## src/design/rcss_pkg.sv

```systemverilog
// Shared types, control word layout and constants of the sliding cursor sprite core.
package rcss_pkg;

    // Default size of the sprite table.
    localparam int SPRITE_SLOTS_DEF = 64;

    // Width of the microprogram counter.
    localparam int PC_W = 5;

    // Width of the signed geometry registers (limits and edge positions).
    localparam int GEO_W = 11;

    // Box element indexes.
    localparam int BOX_X = 0;
    localparam int BOX_Y = 1;
    localparam int BOX_W = 2;
    localparam int BOX_H = 3;

    typedef logic [PC_W-1:0] pc_t;

    // Input item.
    typedef struct packed {
        logic       cmd;
        logic [7:0] box_x;
        logic [7:0] box_y;
        logic [7:0] box_w;
        logic [7:0] box_h;
    } in_item_t;

    // Result item.
    typedef struct packed {
        logic       is_empty;
        logic [7:0] sprite_x;
        logic [7:0] sprite_y;
        logic [7:0] tile;
        logic       last;
    } out_item_t;

    // Datapath operation of one microinstruction.
    typedef enum logic [3:0] {
        OP_NONE,
        OP_LATCH,
        OP_TARGET,
        OP_LOAD,
        OP_ADVANCE,
        OP_SETUP,
        OP_VSTART,
        OP_HIDE,
        OP_REVEAL
    } uop_t;

    // Jump condition of one microinstruction.
    typedef enum logic [3:0] {
        C_NEXT,
        C_ALWAYS,
        C_NO_INPUT,
        C_IS_TICK,
        C_GOAL_HIDE,
        C_START_HIDDEN,
        C_STEP_DONE,
        C_F_GE_R,
        C_F_GE_B
    } cond_t;

    // Sprite x position source.
    typedef enum logic [1:0] {
        XS_LEFT,
        XS_RIGHT,
        XS_F
    } xsel_t;

    // Sprite y position source.
    typedef enum logic [1:0] {
        YS_TOP,
        YS_BOTTOM,
        YS_F
    } ysel_t;

    // Rule that decides whether an emitted sprite ends the list.
    typedef enum logic [1:0] {
        LK_NONE,
        LK_CORNER,
        LK_HEDGE,
        LK_VEDGE
    } last_kind_t;

    // One control word of the microprogram.
    typedef struct packed {
        uop_t       op;
        cond_t      cond;
        pc_t        target;
        logic       emit;
        logic       empty;
        logic       f_step;
        xsel_t      xsel;
        ysel_t      ysel;
        logic [3:0] piece;
        last_kind_t lk;
    } ctrl_t;

    // Status returned from the datapath to the sequencer.
    typedef struct packed {
        logic in_valid;
        logic is_tick;
        logic goal_hide;
        logic start_hidden;
        logic step_done;
        logic f_ge_r;
        logic f_ge_b;
        logic stall;
    } flags_t;

endpackage

```

## src/design/rcss_urom.sv

```systemverilog
// Microprogram read-only table: one control word per program step.
module rcss_urom (
    input  rcss_pkg::pc_t   pc,
    output rcss_pkg::ctrl_t ctrl
);
    import rcss_pkg::*;

    // Program step addresses.
    localparam pc_t S_FETCH    = 5'd0;
    localparam pc_t S_DISPATCH = 5'd1;
    localparam pc_t S_TARGET   = 5'd2;
    localparam pc_t S_CHKSHOWN = 5'd3;
    localparam pc_t S_LOAD     = 5'd4;
    localparam pc_t S_TICK     = 5'd5;
    localparam pc_t S_ADVANCE  = 5'd6;
    localparam pc_t S_SETUP    = 5'd7;
    localparam pc_t S_TL       = 5'd8;
    localparam pc_t S_TR       = 5'd9;
    localparam pc_t S_BL       = 5'd10;
    localparam pc_t S_BR       = 5'd11;
    localparam pc_t S_HLOOP    = 5'd12;
    localparam pc_t S_HTOP     = 5'd13;
    localparam pc_t S_HBOT     = 5'd14;
    localparam pc_t S_VSTART   = 5'd15;
    localparam pc_t S_VLOOP    = 5'd16;
    localparam pc_t S_VLEFT    = 5'd17;
    localparam pc_t S_VRIGHT   = 5'd18;
    localparam pc_t S_HIDE     = 5'd19;
    localparam pc_t S_REVEAL   = 5'd20;

    // Cursor tile pieces.
    localparam logic [3:0] P_TL     = 4'd0;
    localparam logic [3:0] P_TOP    = 4'd1;
    localparam logic [3:0] P_TR     = 4'd2;
    localparam logic [3:0] P_LEFT   = 4'd3;
    localparam logic [3:0] P_RIGHT  = 4'd5;
    localparam logic [3:0] P_BL     = 4'd6;
    localparam logic [3:0] P_BOTTOM = 4'd7;
    localparam logic [3:0] P_BR     = 4'd8;

    // Table contents, one arm per step.
    always_comb begin
        ctrl        = '0;
        ctrl.op     = OP_NONE;
        ctrl.cond   = C_NEXT;
        ctrl.target = S_FETCH;
        ctrl.xsel   = XS_LEFT;
        ctrl.ysel   = YS_TOP;
        ctrl.lk     = LK_NONE;
        unique case (pc)
            S_FETCH: begin
                ctrl.op     = OP_LATCH;
                ctrl.cond   = C_NO_INPUT;
                ctrl.target = S_FETCH;
            end
            S_DISPATCH: begin
                ctrl.cond   = C_IS_TICK;
                ctrl.target = S_TICK;
            end
            S_TARGET: begin
                ctrl.op     = OP_TARGET;
                ctrl.cond   = C_GOAL_HIDE;
                ctrl.target = S_HIDE;
            end
            S_CHKSHOWN: begin
                ctrl.cond   = C_START_HIDDEN;
                ctrl.target = S_REVEAL;
            end
            S_LOAD: begin
                ctrl.op = OP_LOAD;
            end
            S_TICK: begin
                ctrl.cond   = C_STEP_DONE;
                ctrl.target = S_FETCH;
            end
            S_ADVANCE: begin
                ctrl.op = OP_ADVANCE;
            end
            S_SETUP: begin
                ctrl.op = OP_SETUP;
            end
            S_TL: begin
                ctrl.emit  = 1'b1;
                ctrl.piece = P_TL;
            end
            S_TR: begin
                ctrl.emit  = 1'b1;
                ctrl.xsel  = XS_RIGHT;
                ctrl.piece = P_TR;
            end
            S_BL: begin
                ctrl.emit  = 1'b1;
                ctrl.ysel  = YS_BOTTOM;
                ctrl.piece = P_BL;
            end
            S_BR: begin
                ctrl.emit  = 1'b1;
                ctrl.xsel  = XS_RIGHT;
                ctrl.ysel  = YS_BOTTOM;
                ctrl.piece = P_BR;
                ctrl.lk    = LK_CORNER;
            end
            S_HLOOP: begin
                ctrl.cond   = C_F_GE_R;
                ctrl.target = S_VSTART;
            end
            S_HTOP: begin
                ctrl.emit  = 1'b1;
                ctrl.xsel  = XS_F;
                ctrl.piece = P_TOP;
            end
            S_HBOT: begin
                ctrl.emit   = 1'b1;
                ctrl.f_step = 1'b1;
                ctrl.xsel   = XS_F;
                ctrl.ysel   = YS_BOTTOM;
                ctrl.piece  = P_BOTTOM;
                ctrl.lk     = LK_HEDGE;
                ctrl.cond   = C_ALWAYS;
                ctrl.target = S_HLOOP;
            end
            S_VSTART: begin
                ctrl.op = OP_VSTART;
            end
            S_VLOOP: begin
                ctrl.cond   = C_F_GE_B;
                ctrl.target = S_FETCH;
            end
            S_VLEFT: begin
                ctrl.emit  = 1'b1;
                ctrl.ysel  = YS_F;
                ctrl.piece = P_LEFT;
            end
            S_VRIGHT: begin
                ctrl.emit   = 1'b1;
                ctrl.f_step = 1'b1;
                ctrl.xsel   = XS_RIGHT;
                ctrl.ysel   = YS_F;
                ctrl.piece  = P_RIGHT;
                ctrl.lk     = LK_VEDGE;
                ctrl.cond   = C_ALWAYS;
                ctrl.target = S_VLOOP;
            end
            S_HIDE: begin
                ctrl.op     = OP_HIDE;
                ctrl.emit   = 1'b1;
                ctrl.empty  = 1'b1;
                ctrl.cond   = C_ALWAYS;
                ctrl.target = S_FETCH;
            end
            S_REVEAL: begin
                ctrl.op     = OP_REVEAL;
                ctrl.cond   = C_ALWAYS;
                ctrl.target = S_SETUP;
            end
            default: begin
                ctrl.cond   = C_ALWAYS;
                ctrl.target = S_FETCH;
            end
        endcase
    end

endmodule

```

## src/design/rcss_seq.sv

```systemverilog
// Microprogram sequencer: step counter with conditional jumps.
module rcss_seq (
    input  logic             aclk,
    input  logic             aresetn,
    input  rcss_pkg::ctrl_t  ctrl,
    input  rcss_pkg::flags_t flags,
    output rcss_pkg::pc_t    pc
);
    import rcss_pkg::*;

    pc_t  pc_reg;
    pc_t  pc_next;
    logic take;

    // Jump condition selected by the current control word.
    always_comb begin
        unique case (ctrl.cond)
            C_NEXT:         take = 1'b0;
            C_ALWAYS:       take = 1'b1;
            C_NO_INPUT:     take = !flags.in_valid;
            C_IS_TICK:      take = flags.is_tick;
            C_GOAL_HIDE:    take = flags.goal_hide;
            C_START_HIDDEN: take = flags.start_hidden;
            C_STEP_DONE:    take = flags.step_done;
            C_F_GE_R:       take = flags.f_ge_r;
            C_F_GE_B:       take = flags.f_ge_b;
            default:        take = 1'b0;
        endcase
    end

    // The step holds while an emit waits for the output register.
    always_comb begin
        priority if (flags.stall) begin
            pc_next = pc_reg;
        end else if (take) begin
            pc_next = ctrl.target;
        end else begin
            pc_next = pc_reg + 1'b1;
        end
    end

    always_ff @(posedge aclk) begin
        if (!aresetn) begin
            pc_reg <= '0;
        end else begin
            pc_reg <= pc_next;
        end
    end

    assign pc = pc_reg;

endmodule

```

## src/design/rcss_dpath.sv

```systemverilog
// Datapath: box registers, slide accumulators, frame geometry and the output register.
module rcss_dpath #(
    parameter int SPRITE_SLOTS = rcss_pkg::SPRITE_SLOTS_DEF
) (
    input  logic                aclk,
    input  logic                aresetn,
    input  rcss_pkg::ctrl_t     ctrl,
    output rcss_pkg::flags_t    flags,
    input  logic                s_valid,
    output logic                s_ready,
    input  rcss_pkg::in_item_t  s_data,
    output logic                m_valid,
    input  logic                m_ready,
    output rcss_pkg::out_item_t m_data,
    input  logic                cfg_we,
    input  logic [7:0]          cfg_wdata
);
    import rcss_pkg::*;

    localparam int NW = $clog2(SPRITE_SLOTS + 1);

    logic [7:0]              tile_base_reg, tile_base_next;
    in_item_t                in_reg, in_next;
    logic [3:0][7:0]         goal_reg, goal_next;
    logic [3:0][7:0]         start_reg, start_next;
    logic [3:0][7:0]         shown_reg, shown_next;
    logic [3:0][15:0]        sums_reg, sums_next;
    logic [3:0]              step_reg, step_next;
    logic [7:0]              left_reg, left_next;
    logic [7:0]              top_reg, top_next;
    logic signed [GEO_W-1:0] rlim_reg, rlim_next;
    logic signed [GEO_W-1:0] blim_reg, blim_next;
    logic signed [GEO_W-1:0] f_reg, f_next;
    logic [NW-1:0]           n_reg, n_next;
    out_item_t               out_reg, out_next;
    logic                    out_valid_reg, out_valid_next;

    logic                    stall;
    logic                    room;
    logic                    fire;
    logic                    seq_last;
    logic [7:0]              left_c, top_c;
    logic signed [GEO_W-1:0] h_first, v_first, f_plus8;
    logic [8:0]              diff [4];
    logic [15:0]             sum_c [4];
    logic [7:0]              sx, sy;

    // An emit step waits while the output register still holds an untaken item.
    assign stall   = ctrl.emit && out_valid_reg && !m_ready;
    assign room    = n_reg < NW'(SPRITE_SLOTS);
    assign fire    = ctrl.emit && !stall && (ctrl.empty || room);
    assign s_ready = (ctrl.op == OP_LATCH);

    // Frame geometry helpers.
    assign left_c  = shown_reg[BOX_X] - 8'd3;
    assign top_c   = shown_reg[BOX_Y] - 8'd3;
    assign h_first = $signed({3'b000, left_reg}) + 11'sd8;
    assign v_first = $signed({3'b000, top_reg}) + 11'sd8;
    assign f_plus8 = f_reg + 11'sd8;

    // Slide step: signed difference added into each accumulator.
    always_comb begin
        for (int i = 0; i < 4; i++) begin
            diff[i]  = {1'b0, goal_reg[i]} - {1'b0, start_reg[i]};
            sum_c[i] = sums_reg[i] + {{7{diff[i][8]}}, diff[i]};
        end
    end

    // End-of-list decision for the sprite being emitted.
    always_comb begin
        unique case (ctrl.lk)
            LK_NONE:   seq_last = 1'b0;
            LK_CORNER: seq_last = (h_first >= rlim_reg) && (v_first >= blim_reg);
            LK_HEDGE:  seq_last = (f_plus8 >= rlim_reg) && (v_first >= blim_reg);
            LK_VEDGE:  seq_last = (f_plus8 >= blim_reg);
            default:   seq_last = 1'b0;
        endcase
    end

    // Sprite position selection.
    always_comb begin
        unique case (ctrl.xsel)
            XS_LEFT:  sx = left_reg;
            XS_RIGHT: sx = rlim_reg[7:0];
            XS_F:     sx = f_reg[7:0];
            default:  sx = left_reg;
        endcase
        unique case (ctrl.ysel)
            YS_TOP:    sy = top_reg;
            YS_BOTTOM: sy = blim_reg[7:0];
            YS_F:      sy = f_reg[7:0];
            default:   sy = top_reg;
        endcase
    end

    // Box, accumulator and geometry updates driven by the control word.
    always_comb begin
        in_next    = in_reg;
        goal_next  = goal_reg;
        start_next = start_reg;
        shown_next = shown_reg;
        sums_next  = sums_reg;
        step_next  = step_reg;
        left_next  = left_reg;
        top_next   = top_reg;
        rlim_next  = rlim_reg;
        blim_next  = blim_reg;
        f_next     = f_reg;
        n_next     = n_reg;
        unique case (ctrl.op)
            OP_NONE: begin
            end
            OP_LATCH: begin
                if (s_valid) begin
                    in_next = s_data;
                end
            end
            OP_TARGET: begin
                start_next       = shown_reg;
                goal_next[BOX_X] = in_reg.box_x;
                goal_next[BOX_Y] = in_reg.box_y;
                goal_next[BOX_W] = in_reg.box_w;
                goal_next[BOX_H] = in_reg.box_h;
            end
            OP_LOAD: begin
                for (int i = 0; i < 4; i++) begin
                    sums_next[i] = {5'b00000, start_reg[i], 3'b000};
                end
                step_next = 4'd0;
            end
            OP_ADVANCE: begin
                for (int i = 0; i < 4; i++) begin
                    sums_next[i]  = sum_c[i];
                    shown_next[i] = sum_c[i][10:3];
                end
                step_next = step_reg + 4'd1;
            end
            OP_SETUP: begin
                left_next = left_c;
                top_next  = top_c;
                rlim_next = $signed({3'b000, left_c} + {3'b000, shown_reg[BOX_W]} - 11'd2);
                blim_next = $signed({3'b000, top_c} + {3'b000, shown_reg[BOX_H]} - 11'd2);
                f_next    = $signed({3'b000, left_c}) + 11'sd8;
                n_next    = '0;
            end
            OP_VSTART: begin
                f_next = v_first;
            end
            OP_HIDE: begin
                if (!stall) begin
                    shown_next[BOX_W] = 8'd0;
                    step_next         = 4'd8;
                end
            end
            OP_REVEAL: begin
                shown_next = goal_reg;
                step_next  = 4'd8;
            end
            default: begin
            end
        endcase
        // Emit-side bookkeeping: slot count and edge position step.
        if (fire && !ctrl.empty) begin
            n_next = n_reg + 1'b1;
        end
        if (ctrl.emit && !stall && ctrl.f_step) begin
            f_next = f_plus8;
        end
    end

    // Output register: loaded by an emit that has a free slot or is empty, cleared when the item is taken.
    always_comb begin
        out_next       = out_reg;
        out_valid_next = out_valid_reg && !m_ready;
        if (fire) begin
            out_valid_next = 1'b1;
            if (ctrl.empty) begin
                out_next          = '0;
                out_next.is_empty = 1'b1;
            end else begin
                out_next.is_empty = 1'b0;
                out_next.sprite_x = sx;
                out_next.sprite_y = sy;
                out_next.tile     = tile_base_reg + {4'b0000, ctrl.piece};
                out_next.last     = seq_last || (n_reg == NW'(SPRITE_SLOTS - 1));
            end
        end
    end

    // Configuration register.
    assign tile_base_next = cfg_we ? cfg_wdata : tile_base_reg;

    // Architectural state and control registers.
    always_ff @(posedge aclk) begin
        if (!aresetn) begin
            tile_base_reg <= '0;
            goal_reg      <= '0;
            start_reg     <= '0;
            shown_reg     <= '0;
            sums_reg      <= '0;
            step_reg      <= '0;
            n_reg         <= '0;
            out_valid_reg <= 1'b0;
        end else begin
            tile_base_reg <= tile_base_next;
            goal_reg      <= goal_next;
            start_reg     <= start_next;
            shown_reg     <= shown_next;
            sums_reg      <= sums_next;
            step_reg      <= step_next;
            n_reg         <= n_next;
            out_valid_reg <= out_valid_next;
        end
    end

    // Working registers that need no reset.
    always_ff @(posedge aclk) begin
        in_reg   <= in_next;
        left_reg <= left_next;
        top_reg  <= top_next;
        rlim_reg <= rlim_next;
        blim_reg <= blim_next;
        f_reg    <= f_next;
        out_reg  <= out_next;
    end

    // Status back to the sequencer.
    always_comb begin
        flags.in_valid     = s_valid;
        flags.is_tick      = !in_reg.cmd;
        flags.goal_hide    = (in_reg.box_w == 8'd0);
        flags.start_hidden = (start_reg[BOX_W] == 8'd0);
        flags.step_done    = step_reg[3];
        flags.f_ge_r       = (f_reg >= rlim_reg);
        flags.f_ge_b       = (f_reg >= blim_reg);
        flags.stall        = stall;
    end

    assign m_valid = out_valid_reg;
    assign m_data  = out_reg;

endmodule

```

## src/design/rect_cursor_slide_sprites_core.sv

```systemverilog
// A tick that draws runs the advance, setup, corner and edge steps before it returns to the fetch step;
// a slide target adds the target, check and load steps, and a reveal its own step before the setup.
// A stalled output register holds the microprogram at its emit step until the item is taken.
// Throughput: one item at a time; the next is taken at the fetch step after the last sprite.
// Reset (aresetn, synchronous, active low) clears the boxes, accumulators, step count,
// tile base, output valid and the microprogram counter.
module rect_cursor_slide_sprites_core #(
    parameter int SPRITE_SLOTS = rcss_pkg::SPRITE_SLOTS_DEF
) (
    input  logic                aclk,
    input  logic                aresetn,
    input  logic                s_valid,
    output logic                s_ready,
    input  rcss_pkg::in_item_t  s_data,
    output logic                m_valid,
    input  logic                m_ready,
    output rcss_pkg::out_item_t m_data,
    input  logic                cfg_we,
    input  logic [7:0]          cfg_wdata
);
    import rcss_pkg::*;

    pc_t    pc;
    ctrl_t  ctrl;
    flags_t flags;

    // Step counter and jump logic.
    rcss_seq u_seq (
        .aclk    (aclk),
        .aresetn (aresetn),
        .ctrl    (ctrl),
        .flags   (flags),
        .pc      (pc)
    );

    // Control store.
    rcss_urom u_urom (
        .pc   (pc),
        .ctrl (ctrl)
    );

    // Datapath driven by the control word.
    rcss_dpath #(
        .SPRITE_SLOTS (SPRITE_SLOTS)
    ) u_dpath (
        .aclk      (aclk),
        .aresetn   (aresetn),
        .ctrl      (ctrl),
        .flags     (flags),
        .s_valid   (s_valid),
        .s_ready   (s_ready),
        .s_data    (s_data),
        .m_valid   (m_valid),
        .m_ready   (m_ready),
        .m_data    (m_data),
        .cfg_we    (cfg_we),
        .cfg_wdata (cfg_wdata)
    );

endmodule

```

## config.mk

```make
export PLATFORM = sky130hd
export DESIGN_NAME = rect_cursor_slide_sprites_core
export DESIGN_NICKNAME = d
export VERILOG_FILES = /design/src/design/rcss_pkg.sv /design/src/design/rcss_urom.sv /design/src/design/rcss_seq.sv /design/src/design/rcss_dpath.sv /design/src/design/rect_cursor_slide_sprites_core.sv
export SDC_FILE = /design/constraint.sdc
export NUM_CORES = 1
export LEC_CHECK = 0
export BUFFER_PORTS_ARGS = -buffer_cell sky130_fd_sc_hd__buf_4
export CAP_MARGIN = 25
export CORE_UTILIZATION = 40
export DETAILED_ROUTE_END_ITERATION = 8
export GPL_TIMING_DRIVEN = 0
export MAX_ROUTING_LAYER = met4
export PLACE_DENSITY = 0.57
export SLEW_MARGIN = 20
export SYNTH_ARGS = -nofsm -noshare
export SYNTH_HDL_FRONTEND = slang
export SYNTH_SLANG_ARGS = --single-unit
```

## constraint.sdc

```tcl
create_clock -name aclk -period 7.25 [get_ports aclk]
set_input_delay 1.0875 -clock aclk [delete_from_list [all_inputs] [get_ports aclk]]
set_output_delay 1.0875 -clock aclk [all_outputs]
set_load 0.01 [all_outputs]
```

==> metrics.csv <==
metric,value,unit
finalWirelength,51.7,mm
start_kind,register,
max_freq,249,MHz
hold_path_class,reg2reg,
cts_tree,built,
wire_per_inst,20.4,um
status,"complete, no violations",
cts_max_path_buffers,3,
drc,0,
ys_seq_elements,273,
leakage,7.42,nW
grt_start_max_net_pins,33,
cp_data_arrival_time,4.25,ns
dr.pass1.iters,8,
max_cap_violations,0,
syn2layout_area_growth,14.3,%
setup_viol,0,
clock_skew,0.0215,ns
setup.worst_path.end_class,register,
ir_worst_vdd,0.000170,V
crit_fanout,8,
grt_usage,25.1,%
switching_share,32.5,%
switching_power,1.52,mW
fp.dieW,207,um
hold_viol_final,0,
rsz0062_at_grt,false,
hpwl,39.8,mm
clkLatencyLatePin,0.52,ns
synthCells,1870,
fin_util,46.7,%
grt_overflow,0,
cts-root-buf,clkbuf_16,
grt_pass1_vias,13688,
synthFlopType,dfxtp_1,
drt-initial-drc-count,953,
synthArstFlopShare,0,%
fin_hold_ws,0.470,ns
core-area,41100,um^2
hold_depth,2,
ios,74,
netlist_area,16800,um^2
diodes,0,
layout_common_cells,"231 x nand2_1, 180 x a21oi_1, 170 x ha_1, 165 x dfxtp_1, 140 x nor2_1",
cts_setup_buffers,0,
rows,74,
die_y,207,um
tightest_slew,0.980,ns
syn_avg_cell_area,8.98,um^2
post_cts_resized,0,
finalMaxSlewViolations,0,
largest_reg_flops,44,
yosysWarnings,0,
place.gp.congestion,0.929,
ant_nets,0,
layout_min_cycle_time,4.01,ns
dr_total_vias,14214,
layout_commonest_cell,nand2_1,
max-slew-margin-rel,34.4,%
initial_core_util,40.8,%
p_total,4.68,mW
numClockSinks,273,
fin_nets,2208,
hold_buffers,0,
ys_top_cells_by_area,"dfxtp_1 20%, edfxtp_1 19%, ha_1 13%, a21oi_1 5.4%, nand2_1 5.2%",
power.density,244,nW/um^2
power_frac_seq,37.8,%
cp.required,7.49,ns
setup_tns,0,ns
pwr-share-clk,36.1,%
cts.clk_slew.worst_paths,0.05,ns
comb_power_share,26.1,%
ys_types,76,
antenna_found_initial,0,
yosysTopAreaCell,dfxtp_1,
portBuffers,71,
die-area,42800,um^2
viasPerCell,5.60,
fillers,4006,
layout-drive-gt1-share,8.72,%
cts_made_buffers,34,
r2r_cells,9,
ys_seq_area_share,39.0,%
crit_type,reg2reg,
synth_top_area_share,19.7,%
cts-htree-levels,2,
syn_nets,2097,
grt_pass1_wl,79.3,mm
p_int,3.16,mW
min_period_over_period,55.3,%
synth_edf_count,108,
-- layout make-up --
cell class,count,area (um^2),area share [%]
well taps,532,666,3.47
clock buffers,49,1020,5.33
repair buffers,75,612,3.19
multi-input cells,1378,9380,48.9
inverters,133,499,2.60
plain buffers,86,374,1.95
clock inverters,12,87.6,0.457
flip-flops and latches,273,6550,34.1
-- critical path, stage by stage (launching register included) --
cell and delay [ns]:
dfxtp_1 0.44, ha_1 0.31, nor3_1 0.20, xor2_1 0.78, ha_1 0.42, a21boi_0 0.16, o21a_1 0.20, or3_1 0.32
a211oi_1 0.40, nor4b_1 0.52
-- layer usage --
layer	up-vias	GRT usage, %	wire length (um)
li1	6872	-	-
met1	6825	32.8	23700
met2	416	39.8	23600
met3	101	3.08	2570
met4	0	9.18	1800
met5	-	-	0
-- final timing paths --
kind                                           from                                 to  slack (ns)
setup / recovery  u_dpath.shown_reg[0]$_SDFFE_PN0P_     u_dpath.rlim_reg[10]$_DFFE_PP_        3.24
hold / removal    u_dpath.sums_reg[35]$_SDFFE_PN0P_  u_dpath.sums_reg[35]$_SDFFE_PN0P_        0.47
setup reg to reg  u_dpath.shown_reg[0]$_SDFFE_PN0P_     u_dpath.rlim_reg[10]$_DFFE_PP_        3.24
hold reg to reg   u_dpath.sums_reg[35]$_SDFFE_PN0P_  u_dpath.sums_reg[35]$_SDFFE_PN0P_        0.47
-- cell families (layout without fill, tap and decap cells) --
family	Yosys count	count (layout)	share of synthesized area (%)
xor+xnor	113	113	5.90
flops	273	273	39.0
simple gates	570	570	15.6
buf+inv	219	355	5.20
compound gates	490	490	18.8
fa+ha+maj	181	181	14.0
mux	24	24	1.54
-- power groups by stage --
stage,Combinational [mW],Clock [mW],Sequential (mW)
final,1.22,1.69,1.77
after global routing,1.33,1.78,1.78
after CTS,1.21,1.72,1.77
after detailed placement,1.21,0,1.80
after global placement,1.17,0,1.81
after floorplan,0.819,0,1.79
-- cells in the mapped netlist, types with 6 or more instances --
master / count
buf_2: 8
o21ai_0: 60
dfxtp_1: 165
nor2b_1: 28
nor2_1: 140
edfxtp_1: 108
a21o_1: 35
buf_1: 9
nor4_1: 9
ha_1: 170
xor2_1: 46
and3_1: 9
a22o_1: 7
a211oi_1: 17
nand2b_1: 14
nand4_1: 11
a21boi_0: 11
inv_1: 131
a211o_1: 9
o211ai_1: 9
o21a_1: 29
mux2i_1: 19
a31oi_1: 21
nand3_1: 45
nor3_1: 34
a22oi_1: 36
and2_1: 6
xnor2_1: 67
a2111oi_0: 7
clkbuf_1: 62
fa_1: 11
nand2_1: 231
o2bb2ai_1: 6
or3_1: 11
a221oi_1: 15
a21oi_1: 181
o22ai_1: 8
-- through the flow --
step / area [um^2] / setup slack, ns / instances
2_1_floorplan: 16800 / 4.07 / 1870
3_3_place_gp: 18000 / 2.85 / 2473
3_5_place_dp: 18100 / 3.22 / 2476
4_1_cts: 19200 / 3.19 / 2537
5_1_grt: 19200 / 3.07 / 2538
6_report: 19200 / 3.24 / 2538
Note: power is estimated with default switching activity, not from simulation.
